### src/sv/sal_pkg.sv
// Shared types, constants and helpers for the stiffness/admittance axis loop.
// No dependencies; every other file of the block but sal_stream_if imports this package.
package sal_pkg;

  localparam int unsigned NUM_AXES      = 3;   // axes carried by a transaction
  localparam int unsigned AXES_DEFAULT  = 3;
  localparam int unsigned DATA_W        = 32;  // Q16.16
  localparam int unsigned GAIN_W        = 16;  // Q8.8
  localparam int unsigned TIME_W        = 16;  // Q0.16 seconds
  localparam int unsigned CFG_W         = 48;
  localparam int unsigned REG_IDX_W     = 3;
  localparam logic [TIME_W-1:0] MAX_STEP_RESET = 16'd655;

  // Configuration register map
  typedef enum logic [REG_IDX_W-1:0] {
    REG_STIFFNESS = 3'd0,
    REG_DAMPING   = 3'd1,
    REG_DESIRED   = 3'd2,
    REG_FGAIN     = 3'd3,
    REG_VLIMIT    = 3'd4,
    REG_NOMINAL   = 3'd5,
    REG_MAX_STEP  = 3'd6
  } sal_reg_e;

  // Request type codes
  localparam logic REQ_LOAD    = 1'b0;
  localparam logic REQ_COMPUTE = 1'b1;

  typedef struct packed {
    logic                     req_type;
    logic signed [DATA_W-1:0] pos_error_x;
    logic signed [DATA_W-1:0] pos_error_y;
    logic signed [DATA_W-1:0] pos_error_z;
    logic signed [DATA_W-1:0] vel_error_x;
    logic signed [DATA_W-1:0] vel_error_y;
    logic signed [DATA_W-1:0] vel_error_z;
    logic signed [DATA_W-1:0] new_ref_x;
    logic signed [DATA_W-1:0] new_ref_y;
    logic signed [DATA_W-1:0] new_ref_z;
    logic                     update_motion;
    logic [TIME_W-1:0]        elapsed_time;
  } sal_req_t;

  typedef struct packed {
    logic signed [DATA_W-1:0] force_x;
    logic signed [DATA_W-1:0] force_y;
    logic signed [DATA_W-1:0] force_z;
    logic signed [DATA_W-1:0] vel_out_x;
    logic signed [DATA_W-1:0] vel_out_y;
    logic signed [DATA_W-1:0] vel_out_z;
    logic signed [DATA_W-1:0] ref_pos_x;
    logic signed [DATA_W-1:0] ref_pos_y;
    logic signed [DATA_W-1:0] ref_pos_z;
    logic                     ref_valid;
  } sal_rsp_t;

  typedef struct packed {
    logic [REG_IDX_W-1:0] index;
    logic [CFG_W-1:0]     wdata;
  } sal_cfg_t;

  // Step strobes from the sequencer to every lane
  typedef struct packed {
    logic start;    // transaction accepted: latch operands, clear force
    logic load;     // load transaction: take new reference
    logic mul;      // K*pos_err and D*vel_err
    logic frc;      // sum, floor shift, saturate
    logic gmul;     // gain * (desired - force)
    logic vel;      // subtract nominal, clamp to limit
    logic tmul;     // velocity * dt
    logic refu;     // reference advance with saturation
  } sal_lane_ctrl_t;

  // Saturate a wide signed value to 32 bits
  function automatic logic signed [DATA_W-1:0] sat32(input logic signed [48:0] v);
    logic signed [48:0] max_v;
    logic signed [48:0] min_v;
    max_v = 49'sd2147483647;
    min_v = -49'sd2147483648;
    if (v > max_v) begin
      return 32'sh7fff_ffff;
    end else if (v < min_v) begin
      return 32'sh8000_0000;
    end else begin
      return v[DATA_W-1:0];
    end
  endfunction

endpackage

### src/sv/sal_ctrl.sv
// Sequencer: accepts one transaction at a time and steps all lanes together.
// Depends on sal_pkg; drives sal_lane_ctrl_t and the capture strobe of sal_merge.
module sal_ctrl
  import sal_pkg::*;
(
  input  logic              clk_i,
  input  logic              rst_ni,
  input  logic              in_valid_i,
  output logic              in_ready_o,
  input  logic              req_type_i,
  input  logic              motion_i,
  input  logic [TIME_W-1:0] elapsed_i,
  input  logic [TIME_W-1:0] max_step_i,
  input  logic              out_busy_i,
  output sal_lane_ctrl_t    lane_ctrl_o,
  output logic [TIME_W-1:0] dt_o,
  output logic              ref_valid_o,
  output logic              capture_o
);

  typedef enum logic [2:0] {
    ST_IDLE,
    ST_MUL,
    ST_FRC,
    ST_GMUL,
    ST_VEL,
    ST_TMUL,
    ST_REF,
    ST_EMIT
  } state_e;

  state_e            state_q;
  logic              motion_q;
  logic              ref_valid_q;
  logic [TIME_W-1:0] dt_q;
  logic              accept;

  assign in_ready_o = (state_q == ST_IDLE);
  assign accept     = in_valid_i && in_ready_o;
  assign capture_o  = (state_q == ST_EMIT) && !out_busy_i;

  // per-step strobes to the lanes
  always_comb begin
    lane_ctrl_o       = '0;
    lane_ctrl_o.start = accept;
    lane_ctrl_o.load  = accept && (req_type_i == REQ_LOAD);
    lane_ctrl_o.mul   = (state_q == ST_MUL);
    lane_ctrl_o.frc   = (state_q == ST_FRC);
    lane_ctrl_o.gmul  = (state_q == ST_GMUL);
    lane_ctrl_o.vel   = (state_q == ST_VEL);
    lane_ctrl_o.tmul  = (state_q == ST_TMUL);
    lane_ctrl_o.refu  = (state_q == ST_REF);
  end

  // state and registered controls
  always_ff @(posedge clk_i or negedge rst_ni) begin
    if (!rst_ni) begin
      state_q     <= ST_IDLE;
      motion_q    <= 1'b0;
      ref_valid_q <= 1'b0;
      dt_q        <= '0;
    end else begin
      unique case (state_q)
        ST_IDLE: begin
          if (accept) begin
            motion_q <= motion_i;
            dt_q     <= (elapsed_i < max_step_i) ? elapsed_i : max_step_i;
            if (req_type_i == REQ_LOAD) begin
              ref_valid_q <= 1'b1;
              state_q     <= ST_EMIT;
            end else if (ref_valid_q) begin
              state_q <= ST_MUL;
            end else begin
              // compute before any load: force stays zero
              state_q <= ST_EMIT;
            end
          end
        end
        ST_MUL:  state_q <= ST_FRC;
        ST_FRC:  state_q <= motion_q ? ST_GMUL : ST_EMIT;
        ST_GMUL: state_q <= ST_VEL;
        ST_VEL:  state_q <= ST_TMUL;
        ST_TMUL: state_q <= ST_REF;
        ST_REF:  state_q <= ST_EMIT;
        ST_EMIT: begin
          if (!out_busy_i) begin
            state_q <= ST_IDLE;
          end
        end
        default: state_q <= ST_IDLE;
      endcase
    end
  end

  assign dt_o        = dt_q;
  assign ref_valid_o = ref_valid_q;

endmodule

### config.mk
export PLATFORM = sky130hd
export DESIGN_NAME = sal_ctrl
export DESIGN_NICKNAME = d
export VERILOG_FILES = /design/src/sv/sal_pkg.sv /design/src/sv/sal_ctrl.sv
export SDC_FILE = /design/constraint.sdc
export NUM_CORES = 1
export LEC_CHECK = 0
export ABC_AREA = 1
export BUFFER_PORTS_ARGS = -buffer_cell sky130_fd_sc_hd__buf_4
export CAP_MARGIN = 0
export CORE_MARGIN = 4
export CORE_UTILIZATION = 44
export DETAILED_ROUTE_END_ITERATION = 6
export GPL_ROUTABILITY_DRIVEN = 0
export HOLD_SLACK_MARGIN = 0.02
export PLACE_DENSITY = 0.77
export SLEW_MARGIN = 25
export SYNTH_ARGS = -nofsm -noshare
export SYNTH_HDL_FRONTEND = slang
export SYNTH_SLANG_ARGS = --single-unit
### constraint.sdc
create_clock -name clk_i -period 1.2 [get_ports clk_i]
set_input_delay 0.06 -clock clk_i [delete_from_list [all_inputs] [get_ports clk_i]]
set_output_delay 0.06 -clock clk_i [all_outputs]
set_load 0.02 [all_outputs]
==> results of run 1 <==
## critical path: cells and delay by family (launching register included)
| family | cells | cell delay (ns) |
|---|---|---|
| buffers and inverters | 2 | 0.17 |
| flip-flops | 1 | 0.45 |
| AND/OR/NAND/NOR | 4 | 0.54 |
## final timing paths
check                                 endpoint  slack [ns]     startpoint
worst max-delay path            lane_ctrl_o[6]       -0.35     state_q[1]
worst min-delay path                   dt_o[6]        0.06  max_step_i[6]
worst max register to register      state_q[1]       -0.22     state_q[1]
worst min register to register        dt_o[14]        0.49       dt_o[14]
max in group asynchronous              dt_o[3]        0.78         rst_ni
min in group asynchronous          ref_valid_o        0.20         rst_ni
## metal layers
| layer | part of all wire, % | global-route usage [%] | routed length [µm] | vias up |
|---|---|---|---|---|
| met5 | 0 | 0 | 0 | - |
| met4 | 3.7 | 10.2 | 189 | 0 |
| li1 | - | - | - | 901 |
| met3 | 4.9 | 2.79 | 249 | 15 |
| met1 | 36 | 22.9 | 1850 | 880 |
| met2 | 55 | 36.3 | 2810 | 53 |
## registers in the layout (all words and copies together) (netlist names)
name	flops
dt_o	16
motion_q	1
ref_valid_o	1
state_q	3
## repair_timing
action | CTS | global route
setup endpoints to repair | 29 | 31
buffers inserted | 6 | 7
resized for setup | 18 | 27
hold buffers | 2 | 0
hold endpoints to repair | 22 | 0
pin swaps | 6 | 4
gates cloned | 0 | 0
## power breakdown
group | internal, mW | switching, mW
Clock | 0.130 | 0.227
Sequential | 1.03 | 0.244
Combinational | 1.42 | 1.68
## metrics by stage
| stage | setup WS (ns) | hold WS (ns) |
|---|---|---|
| 2_1_floorplan | -0.0924 | -0.236 |
| 3_3_place_gp | -0.283 | -0.0414 |
| 3_5_place_dp | -0.332 | -0.0409 |
| 4_1_cts | -0.255 | 0.0619 |
| 5_1_grt | -0.432 | 0.0699 |
| 6_report | -0.348 | 0.0640 |
## final cells by class
type	count	area (µm²)
fillers	245	691
inverters	42	205
well taps	46	57.6
flip-flops and latches	21	526
multi-input cells	155	1090
clock buffers	4	26.3
repair buffers	100	821
## logic make-up after synthesis
| logic type | Yosys count | share of synthesized area, % |
|---|---|---|
| buffers and inverters | 48 | 13.0 |
| adders and majority gates | 15 | 11.7 |
| and+or+nand+nor | 127 | 37.4 |
| DFF | 21 | 32.8 |
| AOI/OAI and AO/OA | 13 | 5.15 |
## synth_stat cells
cell type,n
nand3_1,33
nor3_1,3
or2_1,1
o21ai_0,3
nand4_1,1
inv_2,2
a21oi_2,1
o21bai_4,1
a21oi_1,7
dfrtp_1,21
nand2_2,10
nor4_1,1
buf_4,2
nor2_4,2
nand2_1,59
ha_1,15
buf_2,3
nand2_4,2
or2_2,1
nor2_1,12
nor3_2,2
o21ai_1,1
inv_1,40
buf_12,1
==> out/qor.csv, run 1 <==
metric;value;unit
crit_type;reg -> out;
start_util;46.9;%
yosys_register_bits;21;
final_util;79.8;%
drtPass1Iterations;4;
grt_pass1_vias;1635;
period_minus_slack;1.55;ns
num_vias;1849;
cts_buffers;3;
cts-root-buf;clkbuf_4;
slew_headroom;81.5;%
antennaDiodeCount;0;
ir_worst_vdd;0.000625;V
track_usage;20.1;%
die_w;68.4;µm
dieArea;4670;µm²
clock_latency;0.31;ns
gr-total-overflow;0;
rows;21;
clk_pin_slew;0.12;ns
yosysSeqAreaShare;32.8;%
cpPeakStageDelay;0.45;ns
worst_ep_required_time;1.14;ns
yosys.area.top_type;dfrtp_1;
fin_nets;376;
detail_route.wl_per_cell;13.9;µm
fmax;646;MHz
antenna_found_initial;0;
final.setup_skew;0.00552;ns
dpl.cell_count;350;
layout_common_cells;buf_4, nand2_1, nand3_1;
cpMaxStageDelayCell;dfrtp_1;
cts_tree;built;
drt-total-wl;5100;µm
synthCells;224;
core_area;3420;µm²
drc;0;
port_buffers;64;
crit_path_end_kind;primary output;
leakagePower;1.48;nW
drv_slew;0;
ys_top_cells_by_area;dfrtp_1, nand2_1, ha_1;
worst_pin_slew;0.277;ns
status;complete, but fails checks;
cts_buffer_depth;2;
path_max_fanout;3;
antenna_left;0;
syn_area;1600;µm²
fin_cells;368;
violations;setup timing;
crit_path_start_kind;flip-flop;
grt_pass1_wl;7180;µm
finalPower;4.73;mW
htree_levels;1;
rr_worst_depth;7;
hp-class;in -> reg;
drtIter0Drc;81;
dpl_cell_area;2440;µm²
via_per_inst;5.02;
grt_max_degree;22;
fin_crit_sh;129;%
final_hold_viol_count;0;
setup_violations;31;
drive_above_1_share;50.3;%
maxCapViolCount;0;
area_delta_synth_final;70.0;%
die_h;68.4;µm
final_common_cell;buf_4;
io_pins;65;
fin_tns_setup;-6.28;ns
powerDensity;1740;nW/µm²
rsz0062_at_grt;true;
synth.distinct_cells;24;
crit_top_cell;nor2_4;
arrival;1.49;ns
avgSynthCellArea;7.16;µm²
synth_nets;277;
yosysWarnings;0;
fin_ws;-0.348;ns
holdPathStages;5;
netlist.area_leader.share;32.8;%
cts_sinks;21;
dp_hpwl;3300;µm
path_cells;nor2_2, nand2_2, nor2_4, inv_6, nor2_4, buf_6;
final_area;2730;µm²
Note: power is estimated with default switching activity, not from simulation.
==> inputs of run 2 (changes only) <==
CELL_PAD_IN_SITES_DETAIL_PLACEMENT = 1   (was default)
CELL_PAD_IN_SITES_GLOBAL_PLACEMENT = 2   (was default)
CORE_UTILIZATION = 23   (was 44)
PLACE_DENSITY = default   (was 0.77)
PLACE_DENSITY_LB_ADDON = 0.1   (was default)
==> run 2 against run 1 <==
  * The run still ends with setup timing left
  * Worst setup slack gained 0.16 ns
  * Sequential share of layout area down 0.52 points
  * Hold slack improved by 0.042 ns
  * Combinational power fell by 9.7%
  * Utilization decreased by 39 points
  * Cell area up 2.8%
  * Count of clock-buffer cells in the layout unchanged
  * Flip-flop and latch count unchanged
  * Register-to-register slack gained 0.12 ns
  * Final cell count rose by 14%
  * Wire length shrank 4.7%
==> out/qor.csv, run 2 (synthesis gave the netlist of run 1 again) <==
metric;value;unit;change
drt-total-wl;4870;µm;-4.7%
io_pins;65;;unchanged
cts_buffer_depth;2;;unchanged
crit_path_end_kind;primary output;;
regArea;526;µm²;unchanged
final.setup_skew;0.00161;ns;-0.00391 ns
cts_buffers;3;;unchanged
worst_pin_slew;0.291;ns;+0.0139 ns
drive_above_1_share;49.7;%;-0.62 points
grt_max_degree;22;;unchanged
hp-class;in -> reg;;
dpl_cell_area;2550;µm²;+4.6%
antenna_left;0;;unchanged
rr_startpoint;state_q[1];;
grt_pass1_wl;8570;µm;+19%
dp_hpwl;3930;µm;+19%
cts-root-buf;clkbuf_8;;
area_delta_synth_final;74.7;%;
via_per_inst;4.15;;-17%
hold_start;in_valid_i;;
fill_cells;835;;+240%
gr-total-overflow;0;;unchanged
rrSetupSlack;-0.10;ns;+0.12 ns
powerDensity;1610;nW/µm²;-7.3%
slew_headroom;80.6;%;-0.93 points
rows;30;;+43%
final_common_cell;buf_4;;
worst_ep_required_time;1.14;ns;about the same
path_cells;nor2_2, nand2_2, nor2_4, buf_6, buf_6;;
holdPathStages;3;;-2
setup_violations;29;;-6.5%
final_hold_viol_count;0;;unchanged
crit_path_start_kind;flip-flop;;
antenna_found_initial;0;;unchanged
cpPeakStageDelay;0.39;ns;-0.06 ns
rr_worst_depth;7;;unchanged
worst-path-buf-inv;2;;unchanged
p_sw;1.92;mW;-11%
violations;setup timing;;
fmax;723;MHz;+12%
drv_slew;0;;unchanged
crit_type;reg -> out;;
maxCapViolCount;0;;unchanged
cpMaxStageDelayCell;dfrtp_1;;
p_int;2.59;mW;+0.28%
power_frac_comb;62.1;%;-3.4 points
grt_pass1_vias;1854;;+13%
die_w;91.5;µm;+34%
rsz0062_at_grt;true;;
largest_reg_flops;16;;unchanged
p_sw_share;42.6;%;-2.9 points
dieArea;8370;µm²;+79%
power_frac_seq;27.6;%;+0.6 points
period_minus_slack;1.38;ns;-0.165 ns
fin_tns_setup;-2.68;ns;+3.60 ns
start_util;23.6;%;-23 points
fin_crit_sh;115;%;-14 points
fin_ws;-0.184;ns;+0.165 ns
leakagePower;1.49;nW;+0.69%
clk_pin_slew;0.08;ns;-0.04 ns
finalPower;4.51;mW;-4.8%
cts_tree;built;;
die_h;91.5;µm;+34%
crit_family;simple AND/OR/NAND/NOR gates;;
fin_cells;420;;+14%
rr_endpoint;dt_o[15];;
ir_worst_vdd;0.000545;V;-13%
drtPass1Iterations;4;;unchanged
worstHoldEndpoint;state_q[0];;
arrival;1.32;ns;-0.17 ns
drtIter0Drc;24;;-70%
fin_nets;378;;+0.53%
final_area;2800;µm²;+2.8%
core_area;6790;µm²;+99%
cts_sinks;21;;unchanged
layout_common_cells;buf_4, nand2_1, inv_1;;
clockPowerShare;10.3;%;+2.8 points
status;complete, but fails checks;;
multi_input_area;1070;µm²;-1.5%
port_buffers;64;;unchanged
clock_latency;0.25;ns;-0.06 ns
detail_route.wl_per_cell;11.6;µm;-16%
antennaDiodeCount;0;;unchanged
dpl.cell_count;405;;+16%
path_max_fanout;3;;unchanged
crit_top_cell;buf_6;;
htree_levels;1;;unchanged
num_vias;1742;;-5.8%
drc;0;;unchanged
track_usage;12.4;%;-7.8 points
==> run 2: repair_timing <==
item,in CTS,in global routing
pin swaps,6,2
endpoints found under the setup margin,28,30
endpoints found under the hold margin,22,0
buffers inserted,7,2
hold buffers,2,0
gates resized for setup,19,14
gates cloned,0,0
==> run 2: how the worst max path moves through the flow <==
stage                                 to  cells after the start  slack (ns)           start
after global placement           dt_o[5]                     10       -0.32  max_step_i[14]
after CTS                 lane_ctrl_o[7]                      5       -0.20      state_q[1]
after detailed placement         dt_o[6]                     10       -0.35  max_step_i[14]
after floorplan                  dt_o[0]                      7       -0.09      state_q[0]
after global routing      lane_ctrl_o[6]                      6       -0.26      state_q[1]
final                     lane_ctrl_o[7]                      5       -0.18      state_q[1]
==> run 2: power groups by stage <==
stage               combinational [mW]  clock, mW  sequential (mW)
detailed placement                2.41          0             1.29
global placement                  2.39          0             1.28
CTS                               2.68      0.495             1.25
finish                            2.80      0.466             1.24
global route                      3.10      0.522             1.29
floorplan                         1.02          0             1.56
==> run 2: per-stage QoR <==
step | hold WS (ns) | utilization, % | setup WS, ns
floorplan | -0.236 | - | -0.0924
global placement | -0.0305 | 37.5 | -0.322
detailed placement | -0.0298 | 37.5 | -0.354
CTS | 0.105 | 40.1 | -0.198
global route | 0.133 | 41.2 | -0.257
finish | 0.106 | 41.2 | -0.184
==> run 2: tightest hold or removal path, cell delays in order <==
cell and delay (ns):
buf_4 0.10, o21ai_4 0.06, o21ai_1 0.10
==> run 2: cell type report <==
cell class | instances | share of cell area [%]
Tap cell | 96 | 4.29
Timing Repair Buffer | 102 | 29.8
Inverter | 42 | 7.24
Multi-Input combinational cell | 155 | 38.3
Clock buffer | 4 | 1.61
Sequential cell | 21 | 18.8
==> run 2: metal layers <==
metal	track usage, %	wire (µm)
met1	15.1	2130
met2	22.9	2510
met3	1.24	190
met4	3.02	40
met5	0	0
